==> src/rtl/core/rgbct_pkg.sv <==
package rgbct_pkg;

    localparam int FRAC_BITS_DEF = 15;

    localparam logic [1:0] KIND_HSB  = 2'd0;
    localparam logic [1:0] KIND_CTWB = 2'd1;
    localparam logic [1:0] KIND_WB   = 2'd2;

    localparam logic [1:0] REG_COMMAND_PREFIX = 2'd0;
    localparam logic [1:0] REG_RGB_PREFIX     = 2'd1;
    localparam logic [1:0] REG_WHITE_PREFIX   = 2'd2;

    localparam logic [7:0] COMMAND_PREFIX_RST = 8'd120;
    localparam logic [7:0] RGB_PREFIX_RST     = 8'd134;
    localparam logic [7:0] WHITE_PREFIX_RST   = 8'd134;

    // one classified frame handed from front to back
    typedef struct packed {
        logic [1:0]  kind;
        logic [7:0]  body2;     // frame-length code byte
        logic [16:0] mx;        // max of rgb
        logic [16:0] diff;      // max - min
        logic [23:0] hue_num;   // |60 * delta| numerator
        logic        hue_neg;
        logic [1:0]  hue_sel;   // 0 red, 1 green, 2 blue max
        logic [7:0]  bright;
        logic [7:0]  wb;
        logic [7:0]  ct;
    } rgbct_job_t;

    function automatic logic [7:0] sat255(input logic [31:0] v);
        return (v > 32'd255) ? 8'd255 : v[7:0];
    endfunction

endpackage

==> src/rtl/core/rgbct_front.sv <==
module rgbct_front #(
    parameter int FRAC_BITS = rgbct_pkg::FRAC_BITS_DEF
) (
    input  logic                   aclk,
    input  logic                   aresetn,
    input  logic                   in_valid,
    output logic                   in_ready,
    input  logic [15:0]            red,
    input  logic [15:0]            green,
    input  logic [15:0]            blue,
    input  logic [15:0]            colour_temp,
    input  logic [15:0]            white_level,
    input  logic                   link_up,
    output logic                   job_valid,
    input  logic                   job_ready,
    output rgbct_pkg::rgbct_job_t  job
);

    logic [15:0] prev_red_reg, prev_green_reg, prev_blue_reg, prev_ct_reg, prev_wl_reg;
    logic        job_valid_reg;
    rgbct_pkg::rgbct_job_t job_reg, job_next;
    logic        emit, take;
    logic        rgb_moved, ct_changed, white_moved, rgb_zero, none;
    logic [15:0] mx, mn;
    logic [16:0] dlt;
    logic        dneg;
    logic [31:0] bright_w, wb_w, ct_mag;
    logic [31:0] a56, c24;

    assign rgb_moved    = red != prev_red_reg || green != prev_green_reg ||
                          blue != prev_blue_reg;
    assign ct_changed   = colour_temp != prev_ct_reg;
    assign white_moved  = ct_changed || white_level != prev_wl_reg;
    assign rgb_zero     = red == 16'd0 && green == 16'd0 && blue == 16'd0;
    assign none         = !rgb_moved && !white_moved && rgb_zero;

    assign in_ready  = !job_valid_reg || job_ready;
    assign take      = in_valid && in_ready;
    assign emit      = take && link_up && !none;
    assign job_valid = job_valid_reg;
    assign job       = job_reg;

    always_comb begin
        mx = red;
        if (green > mx) mx = green;
        if (blue > mx) mx = blue;
        mn = red;
        if (green < mn) mn = green;
        if (blue < mn) mn = blue;
        job_next = '0;
        job_next.mx = {1'b0, mx};
        job_next.diff = {1'b0, mx - mn};
        if (mx == red) begin
            job_next.hue_sel = 2'd0;
            dlt = {1'b0, green} - {1'b0, blue};
        end else if (mx == green) begin
            job_next.hue_sel = 2'd1;
            dlt = {1'b0, blue} - {1'b0, red};
        end else begin
            job_next.hue_sel = 2'd2;
            dlt = {1'b0, red} - {1'b0, green};
        end
        dneg = dlt[16];
        job_next.hue_neg = dneg;
        job_next.hue_num = 24'd60 * {7'd0, (dneg ? 17'(-dlt) : dlt)};
        bright_w = (32'(mx) * 32'd100) >> FRAC_BITS;
        wb_w     = (32'(white_level) * 32'd100) >> FRAC_BITS;
        a56      = 32'd56 << FRAC_BITS;
        c24      = 32'd24 * 32'(colour_temp);
        ct_mag   = ((a56 >= c24) ? a56 - c24 : c24 - a56) >> FRAC_BITS;
        job_next.bright = rgbct_pkg::sat255(bright_w);
        job_next.wb     = rgbct_pkg::sat255(wb_w);
        job_next.ct     = rgbct_pkg::sat255(ct_mag);
        if (rgb_moved && white_level == 16'd0) begin
            job_next.kind = rgbct_pkg::KIND_HSB;  job_next.body2 = 8'd4;
        end else if (white_moved && rgb_zero) begin
            if (!ct_changed) begin
                job_next.kind = rgbct_pkg::KIND_WB;  job_next.body2 = 8'd1;
            end else begin
                job_next.kind = rgbct_pkg::KIND_CTWB; job_next.body2 = 8'd2;
            end
        end else begin
            job_next.kind = rgbct_pkg::KIND_HSB;  job_next.body2 = 8'd4;
        end
    end

    always_ff @(posedge aclk) begin
        if (!aresetn) begin
            job_valid_reg <= 1'b0;
            prev_red_reg <= '0; prev_green_reg <= '0; prev_blue_reg <= '0;
            prev_ct_reg <= '0;  prev_wl_reg <= '0;
        end else begin
            if (emit) begin
                job_valid_reg <= 1'b1;
                job_reg       <= job_next;
            end else if (job_ready) begin
                job_valid_reg <= 1'b0;
            end
            if (take && !none) begin
                prev_red_reg <= red; prev_green_reg <= green; prev_blue_reg <= blue;
                prev_ct_reg <= colour_temp; prev_wl_reg <= white_level;
            end
        end
    end

endmodule

==> src/rtl/core/rgbct_divider.sv <==
module rgbct_divider (
    input  logic        aclk,
    input  logic        aresetn,
    input  logic        start,
    input  logic [23:0] num,
    input  logic [16:0] den,
    output logic        busy,
    output logic [23:0] quo,
    output logic [16:0] rem
);
    // restoring divider, one quotient bit per cycle
    logic [4:0]  cnt_reg;
    logic [23:0] q_reg;
    logic [16:0] r_reg;
    logic [17:0] sh;

    assign busy = cnt_reg != 5'd0;
    assign quo  = q_reg;
    assign rem  = r_reg;
    assign sh   = {r_reg, q_reg[23]};

    always_ff @(posedge aclk) begin
        if (!aresetn) begin
            cnt_reg <= '0;
        end else if (start) begin
            cnt_reg <= 5'd24;
            q_reg   <= num;
            r_reg   <= '0;
        end else if (busy) begin
            cnt_reg <= cnt_reg - 5'd1;
            if (sh >= {1'b0, den}) begin
                r_reg <= sh[16:0] - den;
                q_reg <= {q_reg[22:0], 1'b1};
            end else begin
                r_reg <= sh[16:0];
                q_reg <= {q_reg[22:0], 1'b0};
            end
        end
    end
endmodule

==> src/rtl/core/rgbct_back.sv <==
module rgbct_back (
    input  logic                  aclk,
    input  logic                  aresetn,
    input  logic                  job_valid,
    output logic                  job_ready,
    input  rgbct_pkg::rgbct_job_t job,
    input  logic [7:0]            command_prefix,
    input  logic [7:0]            rgb_prefix,
    input  logic [7:0]            white_prefix,
    output logic                  out_valid,
    input  logic                  out_ready,
    output logic [7:0]            frame_byte,
    output logic [1:0]            frame_kind,
    output logic                  last_byte
);

    typedef enum logic [2:0] {IDLE, DIV_HUE, DIV_SAT, EMIT} state_t;

    state_t                state_reg;
    rgbct_pkg::rgbct_job_t job_reg;
    logic [7:0]  body_reg [7];
    logic [2:0]  len_reg, idx_reg;
    logic [7:0]  sum_reg;
    logic        out_valid_reg, last_reg;
    logic [7:0]  byte_reg;
    logic        started_reg;
    logic        dstart, dbusy;
    logic [23:0] dnum, dquo;
    logic [16:0] dden, drem;
    logic [8:0]  hue;
    logic [9:0]  h_tmp;

    rgbct_divider u_div (
        .aclk, .aresetn, .start(dstart), .num(dnum), .den(dden),
        .busy(dbusy), .quo(dquo), .rem(drem)
    );

    assign job_ready  = state_reg == IDLE;
    assign out_valid  = out_valid_reg;
    assign frame_byte = byte_reg;
    assign frame_kind = job_reg.kind;
    assign last_byte  = last_reg;

    assign dstart = (state_reg == DIV_HUE || state_reg == DIV_SAT) && !started_reg;
    assign dnum   = (state_reg == DIV_HUE) ? job_reg.hue_num
                  : 24'(32'(job_reg.diff) * 32'd100);
    assign dden   = (state_reg == DIV_HUE) ? job_reg.diff : job_reg.mx;

    // hue from truncated quotient; floor for negative non-red cases
    always_comb begin
        h_tmp = 10'd0;
        unique case (job_reg.hue_sel)
            2'd0: h_tmp = job_reg.hue_neg ? 10'd360 - 10'(dquo) : 10'(dquo);
            2'd1: h_tmp = job_reg.hue_neg
                          ? 10'd120 - 10'(dquo) - 10'(drem != 17'd0)
                          : 10'd120 + 10'(dquo);
            default: h_tmp = job_reg.hue_neg
                          ? 10'd240 - 10'(dquo) - 10'(drem != 17'd0)
                          : 10'd240 + 10'(dquo);
        endcase
        if (job_reg.diff == 17'd0) h_tmp = 10'd0;
        if (h_tmp >= 10'd360) h_tmp = h_tmp - 10'd360;
        hue = h_tmp[8:0];
    end

    always_ff @(posedge aclk) begin
        if (!aresetn) begin
            state_reg     <= IDLE;
            out_valid_reg <= 1'b0;
            started_reg   <= 1'b0;
        end else begin
            unique case (state_reg)
                IDLE: begin
                    if (job_valid) begin
                        job_reg     <= job;
                        body_reg[0] <= command_prefix;
                        body_reg[2] <= job.body2;
                        idx_reg     <= '0;
                        sum_reg     <= '0;
                        started_reg <= 1'b0;
                        if (job.kind == rgbct_pkg::KIND_HSB) begin
                            body_reg[1] <= rgb_prefix;
                            body_reg[6] <= job.bright;
                            len_reg     <= 3'd7;
                            state_reg   <= DIV_HUE;
                        end else begin
                            body_reg[1] <= white_prefix;
                            body_reg[3] <= job.wb;
                            body_reg[4] <= job.ct;
                            len_reg     <= (job.kind == rgbct_pkg::KIND_WB) ? 3'd4 : 3'd5;
                            state_reg   <= EMIT;
                        end
                    end
                end
                DIV_HUE: begin
                    if (started_reg && !dbusy) begin
                        body_reg[3] <= hue[7:0];
                        body_reg[4] <= {7'd0, hue[8]};
                        started_reg <= 1'b0;
                        state_reg   <= DIV_SAT;
                    end else begin
                        started_reg <= 1'b1;
                    end
                end
                DIV_SAT: begin
                    started_reg <= 1'b1;
                    if (started_reg && !dbusy) begin
                        body_reg[5] <= (job_reg.mx == 17'd0) ? 8'd0 : dquo[7:0];
                        state_reg   <= EMIT;
                    end
                end
                EMIT: begin
                    if (!out_valid_reg || out_ready) begin
                        if (last_reg && out_valid_reg) begin
                            out_valid_reg <= 1'b0;
                            last_reg      <= 1'b0;
                            state_reg     <= IDLE;
                        end else if (idx_reg == len_reg) begin
                            out_valid_reg <= 1'b1;
                            byte_reg      <= sum_reg;
                            last_reg      <= 1'b1;
                        end else begin
                            out_valid_reg <= 1'b1;
                            byte_reg      <= body_reg[idx_reg];
                            sum_reg       <= sum_reg + body_reg[idx_reg];
                            last_reg      <= 1'b0;
                            idx_reg       <= idx_reg + 3'd1;
                        end
                    end
                end
                default: state_reg <= IDLE;
            endcase
        end
    end
endmodule

==> src/rtl/core/rgbct_light_command_encoder.sv <==
// Path: input transfer to first m_tvalid goes through load, the hue and saturation serial
//   divisions (HSB only) and byte register, then one byte per cycle while m_tready is high.
// Flow: the back end takes a new frame only when idle; one queued frame in the front
//   lets the next item in meanwhile; no-frame items one per cycle unless a frame waits.
// Reset: synchronous active-low aresetn clears stored setting, prefixes to
//   120/134/134, and drops any frame in flight.
module rgbct_light_command_encoder #(
    parameter int FRAC_BITS = rgbct_pkg::FRAC_BITS_DEF
) (
    input  logic        aclk,
    input  logic        aresetn,
    input  logic        s_tvalid,
    output logic        s_tready,
    input  logic [87:0] s_tdata,   // red, green, blue, colour_temp, white_level, link_up, pad
    output logic        m_tvalid,
    input  logic        m_tready,
    output logic [7:0]  m_tdata,   // frame_byte
    output logic [1:0]  m_tuser,   // frame_kind
    output logic        m_tlast,   // last_byte
    input  logic        cfg_we,
    input  logic [1:0]  cfg_index,
    input  logic [7:0]  cfg_data
);

    logic [7:0] cmd_prefix_reg, rgb_prefix_reg, white_prefix_reg;
    logic                  job_valid, job_ready;
    rgbct_pkg::rgbct_job_t job;

    always_ff @(posedge aclk) begin
        if (!aresetn) begin
            cmd_prefix_reg   <= rgbct_pkg::COMMAND_PREFIX_RST;
            rgb_prefix_reg   <= rgbct_pkg::RGB_PREFIX_RST;
            white_prefix_reg <= rgbct_pkg::WHITE_PREFIX_RST;
        end else if (cfg_we) begin
            unique case (cfg_index)
                rgbct_pkg::REG_COMMAND_PREFIX: cmd_prefix_reg   <= cfg_data;
                rgbct_pkg::REG_RGB_PREFIX:     rgb_prefix_reg   <= cfg_data;
                rgbct_pkg::REG_WHITE_PREFIX:   white_prefix_reg <= cfg_data;
                default: ;
            endcase
        end
    end

    // front: compare against stored setting, classify, precompute
    rgbct_front #(.FRAC_BITS(FRAC_BITS)) u_front (
        .aclk, .aresetn,
        .in_valid(s_tvalid), .in_ready(s_tready),
        .red(s_tdata[15:0]), .green(s_tdata[31:16]), .blue(s_tdata[47:32]),
        .colour_temp(s_tdata[63:48]), .white_level(s_tdata[79:64]),
        .link_up(s_tdata[80]),
        .job_valid, .job_ready, .job
    );

    // back: divisions, byte serialization, checksum
    rgbct_back u_back (
        .aclk, .aresetn, .job_valid, .job_ready, .job,
        .command_prefix(cmd_prefix_reg), .rgb_prefix(rgb_prefix_reg),
        .white_prefix(white_prefix_reg),
        .out_valid(m_tvalid), .out_ready(m_tready),
        .frame_byte(m_tdata), .frame_kind(m_tuser), .last_byte(m_tlast)
    );

endmodule

==> config.mk <==
export PLATFORM = sky130hd
export DESIGN_NAME = rgbct_light_command_encoder
export DESIGN_NICKNAME = d
export VERILOG_FILES = /design/src/rtl/core/rgbct_pkg.sv /design/src/rtl/core/rgbct_front.sv /design/src/rtl/core/rgbct_divider.sv /design/src/rtl/core/rgbct_back.sv /design/src/rtl/core/rgbct_light_command_encoder.sv
export SDC_FILE = /design/constraint.sdc
export NUM_CORES = 1
export LEC_CHECK = 0
export ABC_AREA = 1
export BUFFER_PORTS_ARGS = -buffer_cell sky130_fd_sc_hd__buf_2
export CORE_ASPECT_RATIO = 1.1
export CORE_MARGIN = 2
export CORE_UTILIZATION = 30
export DETAILED_ROUTE_END_ITERATION = 16
export PLACE_DENSITY = 0.49
export SLEW_MARGIN = 20
export SYNTH_ARGS = -nofsm -noshare
export SYNTH_HDL_FRONTEND = slang
export SYNTH_HIERARCHICAL = 1
export SYNTH_SLANG_ARGS = --single-unit
==> constraint.sdc <==
create_clock -name aclk -period 13 [get_ports aclk]
set_clock_uncertainty 0.1 [all_clocks]
set_input_delay 1.3 -clock aclk [delete_from_list [all_inputs] [get_ports aclk]]
set_output_delay 1.3 -clock aclk [all_outputs]
set_load 0.005 [all_outputs]
==> impl_metrics.tcl, run 1 <==
set metrics [dict create \
    largest_reg_flops 82 \
    syn_area_mm2 0.0320 \
    worstPathMaxFanout 23 \
    reg2reg_slack_ns 8.59 \
    crit_slowest_cell "fa_1" \
    worstSetupEndpoint "u_front/job[49]" \
    rsz0062_at_grt "false" \
    synth_seq_cells 381 \
    post-cts-setup-buffers 0 \
    cts_buffer_depth 3 \
    start_kind "primary input" \
    antenna_left 0 \
    final_cell_mix "979 x nand2_1, 574 x inv_1, 367 x ha_1, 290 x nand3_1, 271 x a21oi_1" \
    yosys-top-cells-area "edfxtp_1 24%, ha_1 14%, nand2_1 12%, dfxtp_1 7.8%, inv_1 6.8%" \
    stdcell_area_mm2 0.0356 \
    wl_um 90400 \
    synth_top_area_cell "edfxtp_1" \
    io_pins 116 \
    start_util_pct 30.3 \
    synth_top_family_by_area "simple AND/OR/NAND/NOR gates" \
    design.core.area_mm2 0.106 \
    synthCells 4122 \
    grt_pass1_wl_um 143000 \
    cpMostUsedCell "nand2_1" \
    synthAdderAreaFrac_pct 18.3 \
    fin_cells 5646 \
    power_leakage_nw 17.1 \
    synth_edf_count 257 \
    die_h_um 346 \
    area_delta_synth_final_pct 11.4 \
    clock_sinks 381 \
    grt_most_used_layer "met2" \
    h-tree-depth 2 \
    r2r-start "u_back/state_reg[1]" \
    synth_mux_area_share_pct 0.133 \
    drt_pass1_iterations 8 \
    clockRootBuffer "clkbuf_16" \
    num_rows 125 \
    hp-class "reg -> reg" \
    ir_drop_uv 114 \
    design_power_total_mw 7.06 \
    slew_viol_final 0 \
    via_count 26500 \
    grtUsageMet2_pct 27.9 \
    dp_cells 5553 \
    synth-async-reset-ratio_pct 0 \
    cp.required_ns 13.27 \
    die_x_um 315 \
    grt_max_degree 84 \
    startpoint "s_tdata[30]" \
    grtUsageTotal_pct 16.5 \
    finalHoldViolCount 0 \
    post-route-period-util_pct 86.0 \
    min_period_ns 11.18 \
    synth.top_cell.area_share_pct 24.2 \
    cap_violations 0 \
    route.detailed.drc 0 \
    critPathCaptureType "flip-flop" \
    gp_congestion 0.928 \
    synthXorXnorAreaFrac_pct 5.18 \
    antenna_found_initial 1 \
    portBuffers 108 \
    dp_hpwl_um 70700 \
    synth-main-ff-cell "edfxtp_1" \
    critical_path.max_stage_delay_ns 0.52 \
    post-place-ws_ns 1.13 \
    routed_via_density 4.68 \
    final_common_cell "nand2_1" \
    dpl_cell_area_mm2 0.0339 \
    grt_use_met3_pct 1.84 \
    cts_tree "done" \
    synth_warnings 6 \
    slew_headroom_pct 31.4 \
    yosysSeqAreaShare_pct 31.9 \
    clock_latency_ns 0.63 \
    reg2reg_depth 9 \
    min_path_cells 0 \
    grt_overflow 0 \
    synthSimpleGateAreaFrac_pct 25.1 \
    synth_compound_area_share_pct 10.3 \
    grt_pass1_vias 25600 \
    fin_ws_ns 1.82 \
    cts_resized 0 \
    cts_made_buffers 49 \
    fmax_mhz 89.4 \
    arrival_ns 11.45 \
    final.setup.tns_ns 0 \
    drive_above_1_share_pct 9.60 \
    power_density_mw_per_mm2 198 \
    synth_area_per_cell_um2 7.75 \
    status "completed" \
    wire_per_inst_um 16.0 \
    drt_iter0_drc 1651 \
    ctsHoldBuffers 0 \
    worstReg2RegEnd "u_front/job[29]" \
    setup_viol 0 \
    final_util_pct 33.7 \
    dieArea_mm2 0.109 \
    path_clk_slew_ns 0.06 \
    critPathKind "in -> reg" \
    tightest_slew_ns 1.02 \
    use_met1_pct 21.9 \
    fin_nets 4739 \
    yosysUniqueCellTypes 71 \
    hold-worst-slack_ns 0.299 \
]
critical path: cells and delay by family:
kind	cells	cell delay (ns)
and+or+nand+nor	35	4.69
AOI/OAI and AO/OA	9	1.45
adders and majority gates	5	2.03
buffers and inverters	11	1.56
xor gates and xnor gates	2	0.39
layer usage:
layer  vias to the layer above  share of wire (%)
li1                      13700                  -
met1                     12100                 46
met2                       466                 47
met3                       123                3.7
met4                         0                2.8
met5                         -                  0
report_power, final:
| part | internal [mW] | leakage, nW | switching (mW) |
|---|---|---|---|
| Clock | 0.817 | 0.820 | 0.606 |
| Sequential | 1.71 | 3.39 | 0.161 |
| Combinational | 1.38 | 12.9 | 2.38 |
| Total | 3.91 | 17.1 | 3.15 |
cells in the mapped netlist (all sizes together), types with 2 or more instances:
library cell     n
nand2         1035
inv            600
ha             367
nand3          311
nor2           284
a21oi          273
o21ai          259
edfxtp         257
dfxtp          124
xor2            99
xnor2           89
fa              62
clkbuf          56
nand4           56
buf             54
or2             31
nor3            29
nand3b          20
nor4            19
a21boi          12
o21bai          11
a21o            10
clkinv           8
a31oi            7
o22ai            7
a211oi           6
o211ai           5
and2             4
o2111ai          4
o31ai            4
mux2             2
mux2i            2
nor3b            2
o21a             2
o221ai           2
how the worst min path moves through the flow:
stage                          from                    end
floorplan           u_front/job[87]  u_back/body_reg[2][2]
detailed placement  u_front/job[25]     u_back/job_reg[25]
global placement    u_front/job[82]     u_back/job_reg[82]
CTS                 u_front/job[31]     u_back/job_reg[31]
finish              u_front/job[31]     u_back/job_reg[31]
global route        u_front/job[30]     u_back/job_reg[30]
kinds of logic (layout without fill, tap and decap cells):
kind of cell | Yosys count | count (layout)
flops | 381 | 381
mux | 4 | 4
other cells | 1 | 11
buf+inv | 718 | 835
fa+ha+maj | 429 | 429
compound gates | 607 | 607
simple gates | 1794 | 1794
xor+xnor | 188 | 188
layout make-up:
class                   instances  area (um^2)
inverters                     608         2290
clock buffers                  56         1260
well taps                    1397         1750
clock inverters                36          440
repair buffers                135          746
multi-input cells            3032        18900
fillers                     11200        70000
flip-flops and latches        381        10200
diodes                          1         2.50
(Power assumes the default switching activity.)
==> run 2: changes to the inputs <==
--- a/config.mk
+++ b/config.mk
@@ -11,7 +11,7 @@
 export CORE_MARGIN = 2
 export CORE_UTILIZATION = 30
 export DETAILED_ROUTE_END_ITERATION = 16
-export PLACE_DENSITY = 0.49
+export PLACE_DENSITY = 0.42
 export SLEW_MARGIN = 20
 export SYNTH_ARGS = -nofsm -noshare
 export SYNTH_HDL_FRONTEND = slang
==> run 2 against run 1 <==
Effect of this change: register-to-register slack improved by 0.03 ns; largest power group unchanged; final area increased by 0.23%; sequential power about the same; critical path depth down 2; global-route usage grew 0.83 points; combinational power is 2% higher; utilization grew 0.077 points; critical endpoint unchanged; highest routed layer unchanged; non-clock buffer count rose by 2; setup slack got worse by 0.26 ns; total power grew 1.7%; critical path type unchanged; first-iteration DRC count shrank 8.5%.
==> impl_metrics.tcl, run 2 (synthesis gave the netlist of run 1 again) <==
set metrics [dict create \
    fmax_mhz 87.4 \
    post-cts-setup-buffers 0 \
    cts_buffer_depth 3 \
    clockRootBuffer "clkbuf_16" \
    grtUsageTotal_pct 17.3 \
    die_h_um 346 \
    combPwrFrac_pct 53.2 \
    seq_power_share_pct 25.9 \
    min_period_ns 11.44 \
    finalHoldViolCount 0 \
    dieArea_mm2 0.109 \
    ir_drop_uv 108 \
    grt_overflow 0 \
    cpMostUsedCell "nand2_1" \
    setup_viol 0 \
    critPathCaptureType "flip-flop" \
    fin_cells 5648 \
    nFillCells 11400 \
    status "completed" \
    crit_buf_inv 10 \
    final.setup.tns_ns 0 \
    grt_pass1_wl_um 148000 \
    tightest_slew_ns 1.05 \
    arrival_ns 11.74 \
    fin_nets 4742 \
    clock_latency_ns 0.66 \
    power_density_mw_per_mm2 201 \
    dp_hpwl_um 74700 \
    cap_violations 0 \
    n_antenna_cell 0 \
    h-tree-depth 2 \
    antenna_left 0 \
    via_count 26400 \
    intPower_mw 3.98 \
    rsz0062_at_grt "false" \
    slew_headroom_pct 29.3 \
    dp_cells 5555 \
    cp.required_ns 13.30 \
    cts_tree "done" \
    start_kind "primary input" \
    largest_reg_flops 82 \
    drt_pass1_iterations 5 \
    p_clk_share_pct 20.9 \
    path_clk_slew_ns 0.06 \
    clock_sinks 381 \
    post-route-period-util_pct 88.0 \
    final_cell_mix "979 x nand2_1, 574 x inv_1, 367 x ha_1, 290 x nand3_1, 271 x a21oi_1" \
    area_delta_synth_final_pct 11.6 \
    drive_above_1_share_pct 9.62 \
    critical_path.max_stage_delay_ns 0.66 \
    io_pins 116 \
    die_x_um 315 \
    portBuffers 108 \
    start_util_pct 30.3 \
    final_common_cell "nand2_1" \
    power_switching_mw 3.20 \
    drt_iter0_drc 1510 \
    critPathKind "in -> reg" \
    power_leakage_nw 17.1 \
    routed_via_density 4.67 \
    route.detailed.drc 0 \
    grt_pass1_vias 25500 \
    cts_made_buffers 50 \
    gp_congestion 0.858 \
    hp-class "reg -> reg" \
    ctsHoldBuffers 0 \
    crit_family "simple AND/OR/NAND/NOR gates" \
    grt_max_degree 91 \
    swShare_pct 44.5 \
    cts_resized 0 \
    wl_um 95100 \
    slew_viol_final 0 \
    wire_per_inst_um 16.8 \
    hold-worst-slack_ns 0.272 \
    num_rows 125 \
    crit_slowest_cell "a21boi_2" \
    design.core.area_mm2 0.106 \
    antenna_found_initial 1 \
    worstPathMaxFanout 23 \
]
[run 2: final timing paths]
| kind | endpoint | slack (ns) | from | depth (start not counted) |
|---|---|---|---|---|
| worst max-delay path | u_front/job[49] | 1.56 | s_tdata[30] | 60 |
| worst min-delay path | u_back/job_reg[59] | 0.27 | u_front/job[59] | 0 |
| worst max register to register | u_back/u_div/rem[8] | 8.62 | u_back/state_reg[1] | 19 |
| worst min register to register | u_back/job_reg[59] | 0.27 | u_front/job[59] | 0 |
[run 2: power by group through the flow]
stage          Clock (mW)  Sequential, mW  Combinational [mW]
6_report             1.50            1.86                3.82
3_3_place_gp            0            1.88                3.86
5_1_grt              1.59            1.89                4.45
3_5_place_dp            0            1.88                3.87
4_1_cts              1.56            1.86                3.89
2_1_floorplan           0            1.82                2.97
[run 2: area by class of cell]
class                   instances  area, um^2  share of cell area, %
flip-flops and latches        381       10200                   28.6
inverters                     608        2290                   6.43
clock inverters                33         478                   1.34
clock buffers                  60        1300                   3.64
multi-input cells            3032       18900                   53.0
well taps                    1397        1750                   4.90
repair buffers                137         761                   2.13
[run 2: metrics by stage]
| step | power [mW] | instance area (um^2) | utilization, % | worst slack, ns |
|---|---|---|---|---|
| final | 7.18 | 35700 | 33.8 | 1.56 |
| after global routing | 7.93 | 35700 | 33.8 | 0.619 |
| after CTS | 7.31 | 35700 | 33.8 | 1.55 |
| after detailed placement | 5.75 | 33900 | 32.1 | 0.846 |
| after global placement | 5.74 | 33900 | 32.1 | 0.858 |
| after floorplan | 4.78 | 32000 | - | 3.26 |
[run 2: metal layers]
metal | vias to the layer above | share of wire [%] | GRT usage [%]
li1 | 13700 | - | -
met1 | 12200 | 47 | 23.2
met2 | 394 | 48 | 29.5
met3 | 95 | 3.2 | 1.98
met4 | 0 | 2.1 | 4.06
met5 | - | 0 | 0
